===== src/dtp_pkg.sv =====
`timescale 1ns / 1ps

package dtp_pkg;

  // Longest token, sign included, that may carry a thousands separator.
  localparam int TOKEN_CAPACITY = 128;
  // Digit counter saturates at TOKEN_CAPACITY + 1.
  localparam int CNT_W = $clog2(TOKEN_CAPACITY + 2);
  localparam logic [CNT_W-1:0] CNT_SAT = CNT_W'(TOKEN_CAPACITY + 1);
  localparam logic [CNT_W:0] CNT_LIMIT = (CNT_W + 1)'(TOKEN_CAPACITY);

  localparam logic [7:0] CHAR_PLUS = 8'h2B;
  localparam logic [7:0] CHAR_MINUS = 8'h2D;
  localparam logic [7:0] CHAR_SPACE = 8'h20;
  localparam logic [7:0] CHAR_TAB = 8'h09;
  localparam logic [7:0] CHAR_CR = 8'h0D;
  localparam logic [7:0] CHAR_ZERO = 8'h30;
  localparam logic [7:0] CHAR_NINE = 8'h39;

  // Configuration register indexes.
  localparam logic [0:0] CFG_SEPARATOR = 1'd0;
  localparam logic [0:0] CFG_UNSIGNED = 1'd1;

  // Result error codes.
  localparam logic [1:0] ERR_NONE = 2'd0;
  localparam logic [1:0] ERR_NO_DIGITS = 2'd1;
  localparam logic [1:0] ERR_INVALID = 2'd2;
  localparam logic [1:0] ERR_OVERFLOW = 2'd3;

  typedef enum logic [5:0] {
    PH_LEAD  = 6'b000001,
    PH_SIGN  = 6'b000010,
    PH_NUM   = 6'b000100,
    PH_TAIL  = 6'b001000,
    PH_JUNK  = 6'b010000,
    PH_NODIG = 6'b100000
  } phase_t;

  // Per-field parse state; also the snapshot handed to the result stage.
  typedef struct packed {
    phase_t           phase;
    logic [63:0]      acc;
    logic             ovf;
    logic             neg;
    logic             sign_seen;
    logic [CNT_W-1:0] cnt;
    logic             sep_seen;
  } field_snap_t;

  localparam field_snap_t FIELD_CLEAR = '{
    phase:     PH_LEAD,
    acc:       64'd0,
    ovf:       1'b0,
    neg:       1'b0,
    sign_seen: 1'b0,
    cnt:       '0,
    sep_seen:  1'b0
  };

  function automatic logic is_white(input logic [7:0] c);
    return (c == CHAR_SPACE) || (c inside {[CHAR_TAB:CHAR_CR]});
  endfunction

endpackage


===== src/dtp_field_fsm.sv =====
`timescale 1ns / 1ps

// Consumes one character per cycle while fire is high and tracks the
// running field state; snap is the state after the current character.
module dtp_field_fsm (
  input  logic                 clk,
  input  logic                 rst_n,
  input  logic                 fire,
  input  logic [7:0]           char_byte,
  input  logic                 has_char,
  input  logic                 last,
  input  logic [7:0]           sep_char,
  output dtp_pkg::field_snap_t snap
);

  dtp_pkg::field_snap_t st_r;
  dtp_pkg::field_snap_t st_nxt;
  dtp_pkg::field_snap_t dig_st;
  logic                 is_digit;
  logic                 is_sep;
  logic                 is_ws;
  logic [67:0]          prod;

  always_comb begin
    is_digit = (char_byte >= dtp_pkg::CHAR_ZERO) && (char_byte <= dtp_pkg::CHAR_NINE);
    is_sep   = (sep_char != 8'd0) && (char_byte == sep_char);
    is_ws    = dtp_pkg::is_white(char_byte);

    // acc * 10 + digit as (acc << 3) + (acc << 1) + digit.
    prod = {1'b0, st_r.acc, 3'b000} + {3'b000, st_r.acc, 1'b0} + {64'd0, char_byte[3:0]};

    dig_st       = st_r;
    dig_st.acc   = prod[63:0];
    dig_st.ovf   = st_r.ovf | (|prod[67:64]);
    dig_st.phase = dtp_pkg::PH_NUM;
    if (st_r.cnt < dtp_pkg::CNT_SAT) begin
      dig_st.cnt = st_r.cnt + 1'b1;
    end

    st_nxt = st_r;
    if (has_char) begin
      case (st_r.phase)
        dtp_pkg::PH_LEAD: begin
          if (is_ws) begin
            st_nxt = st_r;
          end else if (char_byte == dtp_pkg::CHAR_PLUS || char_byte == dtp_pkg::CHAR_MINUS) begin
            st_nxt.sign_seen = 1'b1;
            st_nxt.neg       = (char_byte == dtp_pkg::CHAR_MINUS);
            st_nxt.phase     = dtp_pkg::PH_SIGN;
          end else if (is_digit) begin
            st_nxt = dig_st;
          end else begin
            st_nxt.phase = dtp_pkg::PH_NODIG;
          end
        end
        dtp_pkg::PH_SIGN: begin
          if (is_digit) begin
            st_nxt = dig_st;
          end else begin
            st_nxt.phase = dtp_pkg::PH_NODIG;
          end
        end
        dtp_pkg::PH_NUM: begin
          if (is_digit) begin
            st_nxt = dig_st;
          end else if (is_sep) begin
            st_nxt = st_r;
          end else if (is_ws) begin
            st_nxt.phase = dtp_pkg::PH_TAIL;
          end else begin
            st_nxt.phase = dtp_pkg::PH_JUNK;
          end
        end
        dtp_pkg::PH_TAIL: begin
          if (!is_ws) begin
            st_nxt.phase = dtp_pkg::PH_JUNK;
          end
        end
        default: begin
          st_nxt = st_r;
        end
      endcase
      // The separator counts anywhere in the field, whatever the phase.
      if (is_sep) begin
        st_nxt.sep_seen = 1'b1;
      end
    end
    snap = st_nxt;
  end

  always_ff @(posedge clk) begin
    if (!rst_n) begin
      st_r <= dtp_pkg::FIELD_CLEAR;
    end else if (fire) begin
      st_r <= last ? dtp_pkg::FIELD_CLEAR : st_nxt;
    end
  end

endmodule


===== src/dtp_result.sv =====
`timescale 1ns / 1ps

// Holds the end-of-field snapshot, makes the final decision and drives the
// output register together with the sticky flags.
module dtp_result (
  input  logic                 clk,
  input  logic                 rst_n,
  input  logic                 snap_load,
  input  dtp_pkg::field_snap_t snap,
  input  logic                 unsigned_mode,
  output logic                 snap_free,
  output logic                 out_tvalid,
  input  logic                 out_tready,
  output logic [71:0]          out_tdata
);

  logic                 snap_v_r;
  dtp_pkg::field_snap_t snap_r;
  logic                 out_v_r;
  logic [63:0]          value_r;
  logic [1:0]           err_r;
  logic                 neg_flag_r;
  logic                 large_flag_r;

  logic                 out_load;
  logic [63:0]          value_nxt;
  logic [1:0]           err_nxt;
  logic                 neg_flag_nxt;
  logic                 large_flag_nxt;
  logic                 has_digits;
  logic                 too_long;
  logic                 above_limit;
  logic [dtp_pkg::CNT_W:0] tok_len;

  assign out_load  = !out_v_r || out_tready;
  assign snap_free = !snap_v_r || out_load;

  always_comb begin
    has_digits = (snap_r.phase == dtp_pkg::PH_NUM) || (snap_r.phase == dtp_pkg::PH_TAIL) ||
                 (snap_r.phase == dtp_pkg::PH_JUNK);
    tok_len    = {1'b0, snap_r.cnt} + {{dtp_pkg::CNT_W{1'b0}}, snap_r.sign_seen};
    too_long   = has_digits && snap_r.sep_seen && (tok_len > dtp_pkg::CNT_LIMIT);
    // Signed limit is 2^63 - 1, or 2^63 for a negative value.
    if (unsigned_mode) begin
      above_limit = snap_r.ovf;
    end else begin
      above_limit = snap_r.ovf ||
                    (snap_r.acc[63] && (!snap_r.neg || (snap_r.acc[62:0] != 63'd0)));
    end

    value_nxt      = 64'd0;
    err_nxt        = dtp_pkg::ERR_NONE;
    neg_flag_nxt   = neg_flag_r;
    large_flag_nxt = large_flag_r;
    if (too_long) begin
      err_nxt = dtp_pkg::ERR_OVERFLOW;
    end else if (unsigned_mode && snap_r.neg) begin
      neg_flag_nxt = 1'b1;
    end else if (!has_digits) begin
      err_nxt = dtp_pkg::ERR_NO_DIGITS;
    end else if (above_limit) begin
      err_nxt = (snap_r.phase == dtp_pkg::PH_NUM) ? dtp_pkg::ERR_OVERFLOW : dtp_pkg::ERR_INVALID;
    end else if (snap_r.phase == dtp_pkg::PH_JUNK) begin
      err_nxt = dtp_pkg::ERR_INVALID;
    end else begin
      if (unsigned_mode && snap_r.acc[63]) begin
        large_flag_nxt = 1'b1;
      end
      value_nxt = snap_r.neg ? (64'd0 - snap_r.acc) : snap_r.acc;
    end
  end

  always_ff @(posedge clk) begin
    if (!rst_n) begin
      snap_v_r     <= 1'b0;
      out_v_r      <= 1'b0;
      neg_flag_r   <= 1'b0;
      large_flag_r <= 1'b0;
    end else begin
      if (snap_free) begin
        snap_v_r <= snap_load;
      end
      if (out_load) begin
        out_v_r <= snap_v_r;
      end
      if (out_load && snap_v_r) begin
        neg_flag_r   <= neg_flag_nxt;
        large_flag_r <= large_flag_nxt;
      end
    end
  end

  always_ff @(posedge clk) begin
    if (snap_free && snap_load) begin
      snap_r <= snap;
    end
    if (out_load && snap_v_r) begin
      value_r <= value_nxt;
      err_r   <= err_nxt;
    end
  end

  assign out_tvalid = out_v_r;
  assign out_tdata  = {4'b0000, large_flag_r, neg_flag_r, err_r, value_r};

endmodule


===== src/decimal_integer_text_parser.sv =====
`timescale 1ns / 1ps

// Streaming parser for one decimal integer field per frame of characters.
// Input channel: one character per transaction on in_tdata, in_tuser high
// when the byte is a real character, in_tlast high on the final transaction
// of the field (an empty field is a single transaction with in_tuser low).
// Output channel: one transaction per field carrying the 64-bit value, the
// error code and the two sticky flags, which only reset clears.
// Configuration: cfg_we writes register cfg_index (0 thousands separator,
// 1 unsigned mode) from cfg_wdata; write only while no field is in flight.
// Throughput is one character per cycle while in_tready is high, with
// back-to-back fields. The transaction carrying in_tlast passes through
// the input register and character logic into the snapshot register,
// then through the end-of-field decision into the output register.
// When the receiver stalls, the output register holds its result and the
// snapshot register takes the next finished field. Characters keep flowing
// until the final character of a further field reaches the input register;
// then in_tready drops until the receiver takes the waiting result.
// Reset clears the field state, the sticky flags and both config registers.
module decimal_integer_text_parser (
  input  logic        clk,
  input  logic        rst_n,
  // Input channel. in_tdata: [7:0] char_byte. in_tuser: [0] has_char.
  input  logic        in_tvalid,
  output logic        in_tready,
  input  logic [7:0]  in_tdata,
  input  logic        in_tuser,
  input  logic        in_tlast,
  // Result channel. out_tdata: [63:0] value, [65:64] error_code,
  // [66] saw_negative_unsigned, [67] saw_above_signed_max, [71:68] zero.
  output logic        out_tvalid,
  input  logic        out_tready,
  output logic [71:0] out_tdata,
  // Configuration write port.
  input  logic        cfg_we,
  input  logic [0:0]  cfg_index,
  input  logic [7:0]  cfg_wdata
);

  logic [7:0]           sep_char_r;
  logic                 uns_r;
  logic                 in_v_r;
  logic [7:0]           char_r;
  logic                 has_char_r;
  logic                 last_r;
  logic                 char_fire;
  logic                 snap_free;
  dtp_pkg::field_snap_t snap;

  // Configuration registers; a separator of zero disables skipping.
  always_ff @(posedge clk) begin
    if (!rst_n) begin
      sep_char_r <= 8'd0;
      uns_r      <= 1'b0;
    end else if (cfg_we) begin
      case (cfg_index)
        dtp_pkg::CFG_SEPARATOR: sep_char_r <= cfg_wdata;
        dtp_pkg::CFG_UNSIGNED:  uns_r      <= cfg_wdata[0];
        default:                uns_r      <= uns_r;
      endcase
    end
  end

  // A character moves on unless it ends a field and the snapshot is busy.
  assign char_fire = in_v_r && (!last_r || snap_free);
  assign in_tready = !in_v_r || char_fire;

  always_ff @(posedge clk) begin
    if (!rst_n) begin
      in_v_r <= 1'b0;
    end else if (in_tready) begin
      in_v_r <= in_tvalid;
    end
  end

  always_ff @(posedge clk) begin
    if (in_tready && in_tvalid) begin
      char_r     <= in_tdata;
      has_char_r <= in_tuser;
      last_r     <= in_tlast;
    end
  end

  dtp_field_fsm u_field (
    .clk       (clk),
    .rst_n     (rst_n),
    .fire      (char_fire),
    .char_byte (char_r),
    .has_char  (has_char_r),
    .last      (last_r),
    .sep_char  (sep_char_r),
    .snap      (snap)
  );

  dtp_result u_result (
    .clk           (clk),
    .rst_n         (rst_n),
    .snap_load     (char_fire && last_r),
    .snap          (snap),
    .unsigned_mode (uns_r),
    .snap_free     (snap_free),
    .out_tvalid    (out_tvalid),
    .out_tready    (out_tready),
    .out_tdata     (out_tdata)
  );

endmodule

===== config.mk =====
export PLATFORM = sky130hd
export DESIGN_NAME = decimal_integer_text_parser
export DESIGN_NICKNAME = d
export VERILOG_FILES = /design/src/dtp_pkg.sv /design/src/dtp_field_fsm.sv /design/src/dtp_result.sv /design/src/decimal_integer_text_parser.sv
export SDC_FILE = /design/constraint.sdc
export NUM_CORES = 1
export LEC_CHECK = 0
export BUFFER_PORTS_ARGS = -buffer_cell sky130_fd_sc_hd__buf_2
export CAP_MARGIN = 20
export CORE_ASPECT_RATIO = 1.25
export CORE_MARGIN = 4
export CORE_UTILIZATION = 62
export CTS_CLUSTER_DIAMETER = 100
export DETAILED_ROUTE_END_ITERATION = 7
export PLACE_DENSITY = 0.88
export REMOVE_ABC_BUFFERS = 1
export SLEW_MARGIN = 10
export SYNTH_ARGS = -nofsm -noshare
export SYNTH_HDL_FRONTEND = slang
export SYNTH_SLANG_ARGS = --single-unit

===== constraint.sdc =====
create_clock -name clk -period 5.4 [get_ports clk]
set_clock_uncertainty 0.15 [all_clocks]
set_input_delay 0.27 -clock clk [delete_from_list [all_inputs] [get_ports clk]]
set_output_delay 0.27 -clock clk [all_outputs]
set_load 0.02 [all_outputs]

* After elaboration in Yosys (flattened, before gate mapping) *
Cells that the tools add are included.

cells by class
  $add $sub $neg = 5
  order comparisons = 6
  equality and inequality tests = 11
  mux-type cells = 24
  bitwise operators = 7
  reductions and logical operators = 36

operator list
  cell                                                                    count
  82-bit two-way mux                                                      4
  76-bit case mux with 3 select lines                                     1
  76-bit two-way mux                                                      1
  67-bit by 65-bit adder with 68-bit output                               1
  68-bit by 4-bit adder with 68-bit output                                1
  65-bit two-way mux                                                      1
  64-bit two-way mux                                                      1
  1-bit by 64-bit subtractor with 64-bit output (first input constant)    1
  63-bit nonzero test                                                     1
  8-bit by 6-bit == test with 1-bit output (second input constant)        3
  6-bit two-way mux                                                       4
  6-bit case mux with 4 select lines                                      1
  1-bit logical AND                                                       13
  6-bit by 3-bit == test with 1-bit output (second input constant)        2
  6-bit by 4-bit == test with 1-bit output (second input constant)        2
  1-bit logical OR                                                        10
  2-bit two-way mux                                                       5
  8-bit by 1-bit adder with 9-bit output                                  1
  9-bit by 8-bit > comparator with 1-bit output (second input constant)   1
  9-bit two-way mux                                                       1
  8-bit by 1-bit adder with 8-bit output (second input constant)          1
  8-bit == test                                                           1
  8-bit by 4-bit >= comparator with 1-bit output (second input constant)  1
  8-bit by 6-bit >= comparator with 1-bit output (second input constant)  1
  18 further kinds                                                        30

word-level totals
  bits in registers = 254
  output and inout bits = 74

* Longest topological paths before layout *
  depth in word-level cells = 11
  mapped depth = 15
  mapped depth without buffers = 15

* Modules after synthesis *
A second synthesis with hierarchy kept.

second synthesis, totals
  cell total of the unflattened synthesis = 1,725
  area, all modules = 16,590.9 µm²

modules (own cells, without submodules)
  module                       instances  cells an instance  area an instance (µm²)
  dtp_field_fsm                1          1,195              9,210.1
  dtp_result                   1          472                6,628.9
  decimal_integer_text_parser  1          58                 752.0

* Least setup slack after synthesis *
No wires, ideal clock.

  path type = reg2reg
  start point = register char_r[3]
  end point = register u_result.snap_r[11] (netlist name) (data pin)
  library setup time = 269 ps
  data arrival time = 3,788 ps
  data required time = 4,981 ps
  slack = 1,193 ps
  stages on the path, launching flop included = 16
  path buffers = 0
  period minus slack after synthesis = 4,207 ps
  path through = edfxtp_1 inv_1 fa_1 inv_1 fa_1 a211oi_1 o211ai_1 a211oi_1 o2111a_1 o31a_1 o211a_1 o21ai_0 a31oi_1 xnor2_1 a2111oi_0 o21bai_1

RTL lines
  item                    line                               text
  from (decl)             decimal_integer_text_parser.sv:43  logic [7:0] char_r;
  from (signal assigned)  decimal_integer_text_parser.sv:78  char_r <= in_tdata;
  to (signal assigned)    dtp_result.sv:95                   snap_r <= snap;
  to (decl)               dtp_result.sv:18                   dtp_pkg::field_snap_t snap_r;

* Final worst setup path *
  start point = register u_result.snap_r[47] (netlist name)
  end point = register u_result.value_r[33] (data pin)

between the ends
  longest elaborated chain between the ends = 6

ends and longest elaborated chain
  item                                 line              text
  63-bit nonzero test                  dtp_result.sv:48  (snap_r.acc[63] && (!snap_r.neg || (snap_r.acc[62:0] != 63'd0)));
  1-bit logical OR                     dtp_result.sv:48
  1-bit logical AND                    dtp_result.sv:48
  1-bit logical OR                     dtp_result.sv:47  above_limit = snap_r.ovf ||
  1-bit two-way mux                    dtp_result.sv:44  if (unsigned_mode) begin
  5-bit OR reduction (no source line)  -
  to (signal assigned)                 dtp_result.sv:98  value_r <= value_nxt;
  to (decl)                            dtp_result.sv:20  logic [63:0] value_r;

No other way between the ends.
A chain may end at the register's enable or synchronous reset.

==> impl_metrics.csv <==
group,metric,value,unit
global_routing,antenna_found_initial,1,
global_routing,grt.overflow.total,0,
layout,fillers,1831,
yosys,yosys.cell_types.count,71,
hold_path,hp-class,"input port to register",
floorplanning,rows,65,
floorplanning,coreArea,25300,µm²
routing,vias,13300,
layout,mostFrequentLayoutCells,"nand2_1 (224), edfxtp_1 (158), ha_1 (132)",
setup_path,startpoint_type,"register",
clocking,cts_resized,0,
routing,drt_pass1_iterations,6,
setup_path,worst-path-max-fanout,42,
layout,antenna_cells,0,
sta,hold_ws,0.213,ns
sta,finalHoldViolCount,0,
layout,final_common_cell,"nand2_1",
routing,post_drt_wl_per_cell,19.5,µm
pwr,netSwitchingFraction,21.8,%
placement,gp_congestion,0.956,
yosys,synth-edff-count,158,
global_routing,grt_max_degree,93,
yosys,synth.avg_cell_area,9.43,µm²
layout,nets,1922,
yosys,synth_seq_area_share,41.7,%
sta,finalCriticalPeriod,4.94,ns
pwr,power_frac_seq,51.1,%
run_status,status,"complete, no violations",
pwr,powerDensity,234,nW/µm²
layout,final_core_util,69.8,%
sta,finalSetupViolCount,0,
setup_path,crit_arrival,5.17,ns
pwr,ir_drop,198,µV
yosys,synth_top_cell_area_share,29.7,%
floorplanning,die-area,28400,µm²
global_routing,grt_usage,28.8,%
yosys,synth_top_area_cell,"edfxtp_1",
floorplanning,die_y,187,µm
yosys,synthArstFlopShare,0,%
routing,viasPerCell,6.30,
sta,drv_slew,0,
pwr,clkPwrFrac,44.1,%
sta,tns,0,ns
global_routing,grt_pass1_wl,66800,µm
floorplanning,floorplan.initialDensity,63.1,%
yosys,yosysWarnings,0,
pwr,internal-power,3.23,mW
setup_path,criticalPathCategory,"register to register",
clocking,clk_path_buf_depth,3,
layout,area_growth,10.6,%
clocking,clock-sinks,254,
floorplanning,die_w,152,µm
clocking,numCtsBuffers,24,
sta,worst_slew_pin_slew,0.963,ns
pwr,p_total,4.14,mW
pwr,power.switching,0.901,mW
placement,dp_hpwl,29500,µm
setup_path,regToRegSetupSlack,0.46,ns
clocking,cts.clk_slew.worst_paths,0.07,ns
yosys,ys.flop_type,"edfxtp_1",
clocking,htreeDepth,1,
yosys,synth_seq_cells,254,
yosys,synth.area.top_cells,"edfxtp_1 (30%), dfxtp_1 (12%), ha_1 (10%)",
sta,rsz0062_at_grt,"no",
global_routing,grt_pass1_vias,13100,
routing,ant_nets,0,
layout,layout.cells.non_filler,2116,
placement,dp.cells,2051,
routing,wl,41300,µm
layout,seqCellArea,6670,µm²
clocking,tritoncts,"built",
layout,multi_input_area,8810,µm²
yosys,syn_area,16000,µm²
pwr,combPwrFrac,4.8,%
clocking,root_buffer,"clkbuf_16",
routing,drtIter0Drc,1179,
routing,drc,0,
sta,fin_crit_sh,91.5,%
clocking,post_cts.repair.setup_buffers,0,
floorplanning,io_pins,98,
setup_path,required,5.63,ns
sta,slew_headroom,35.6,%
layout,drive_above_1_share,10.6,%
flow_run,drv_cap,0,
yosys,synthCells,1693,
clocking,insertion_delay,0.53,ns
pwr,power.leakage,7.11,nW
setup_path,crit_path_end_kind,"register",
sta,fmax,202,MHz
placement,port-buffer-count,93,
synth_stat cells, drive strengths merged, types with 11 or more instances:
| cell | number |
|---|---|
| a22oi | 51 |
| nand4 | 27 |
| or3 | 22 |
| clkbuf | 73 |
| ha | 132 |
| xnor2 | 41 |
| o31ai | 23 |
| dfxtp | 96 |
| nor3 | 31 |
| buf | 15 |
| o21bai | 14 |
| xor2 | 99 |
| nor4 | 11 |
| nor2b | 68 |
| o41ai | 12 |
| o21a | 19 |
| a21o | 23 |
| nor2 | 121 |
| o21ai | 130 |
| nand3 | 19 |
| edfxtp | 158 |
| a22o | 19 |
| inv | 30 |
| a21oi | 100 |
| nand2 | 224 |
worst paths after layout:
check,start,endpoint,cells past startpoint
worst max-delay path,u_result.snap_r[47],u_result.value_r[33],12
worst min-delay path,cfg_index,sep_char_r[7],4
worst max register to register,u_result.snap_r[47],u_result.value_r[33],12
worst min register to register,u_field.st_r[11],u_field.st_r[11],2
what timing repair did:
| item | CTS | global route |
|---|---|---|
| hold endpoints to repair | 22 | 0 |
| endpoints found under the setup margin | 0 | 0 |
| hold buffers | 22 | 0 |
power groups by stage:
stage          sequential, mW  clock (mW)  combinational (mW)
2_1_floorplan            2.16           0              0.0947
3_3_place_gp             2.15           0               0.170
3_5_place_dp             2.15           0               0.178
4_1_cts                  2.11        1.82               0.191
5_1_grt                  2.12        1.92               0.212
6_report                 2.11        1.82               0.198
per-stage QoR:
step	area, µm²	worst slack (ns)
floorplan	15600	0.915
global placement	16600	0.735
detailed placement	16600	0.567
CTS	17700	0.494
global route	17700	0.103
finish	17700	0.458
area by class of cell:
cell class / count / share of cell area, %
well taps: 335 / 2.37
flip-flops and latches: 254 / 37.7
multi-input cells: 1324 / 49.9
clock inverters: 10 / 0.935
inverters: 30 / 0.638
clock buffers: 33 / 3.88
repair buffers: 130 / 4.54
per-layer routing:
metal	GRT usage (%)	vias up	part of all wire (%)
li1	-	6317	-
met1	34.2	6282	38
met2	51.6	591	51
met3	3.27	149	5.8
met4	12.5	0	4.7
met5	0	-	0
registers in the layout, summed over array words and instances (netlist names):
signal                 flops
u_result.snap_r           82
u_result.value_r          64
u_result.err_r             2
u_result.large_flag_r      1
last_r                     1
in_v_r                     1
has_char_r                 1
u_result.neg_flag_r        1
u_result.out_tvalid        1
char_r                     8
u_field.st_r              79
sep_char_r                 8
u_result.snap_v_r          1
uns_r                      1
u_field.dig_st             3
cells by family (layout without fill, tap and decap cells):
logic type	Yosys count	in the layout	share of synthesized area, %
compound gates	456	456	18.4
other cells	1	4	0.0235
mux	16	16	1.05
fa+ha+maj	134	134	10.6
flops	254	254	41.7
simple gates	574	574	17.3
buf+inv	118	203	3.20
xor+xnor	140	140	7.68
critical path, stage by stage, from the launching register on:
cell,delay [ns]
edfxtp_1,0.44
or3_4,0.41
or4_4,0.44
or4_1,0.46
or3_1,0.46
or4_4,0.56
or2_4,0.28
nor4b_4,0.33
o21ai_2,0.10
nor2_2,0.16
nand4_4,0.35
buf_4,0.44
nor2_1,0.19
No activity file was read; power rests on OpenSTA's default activity.
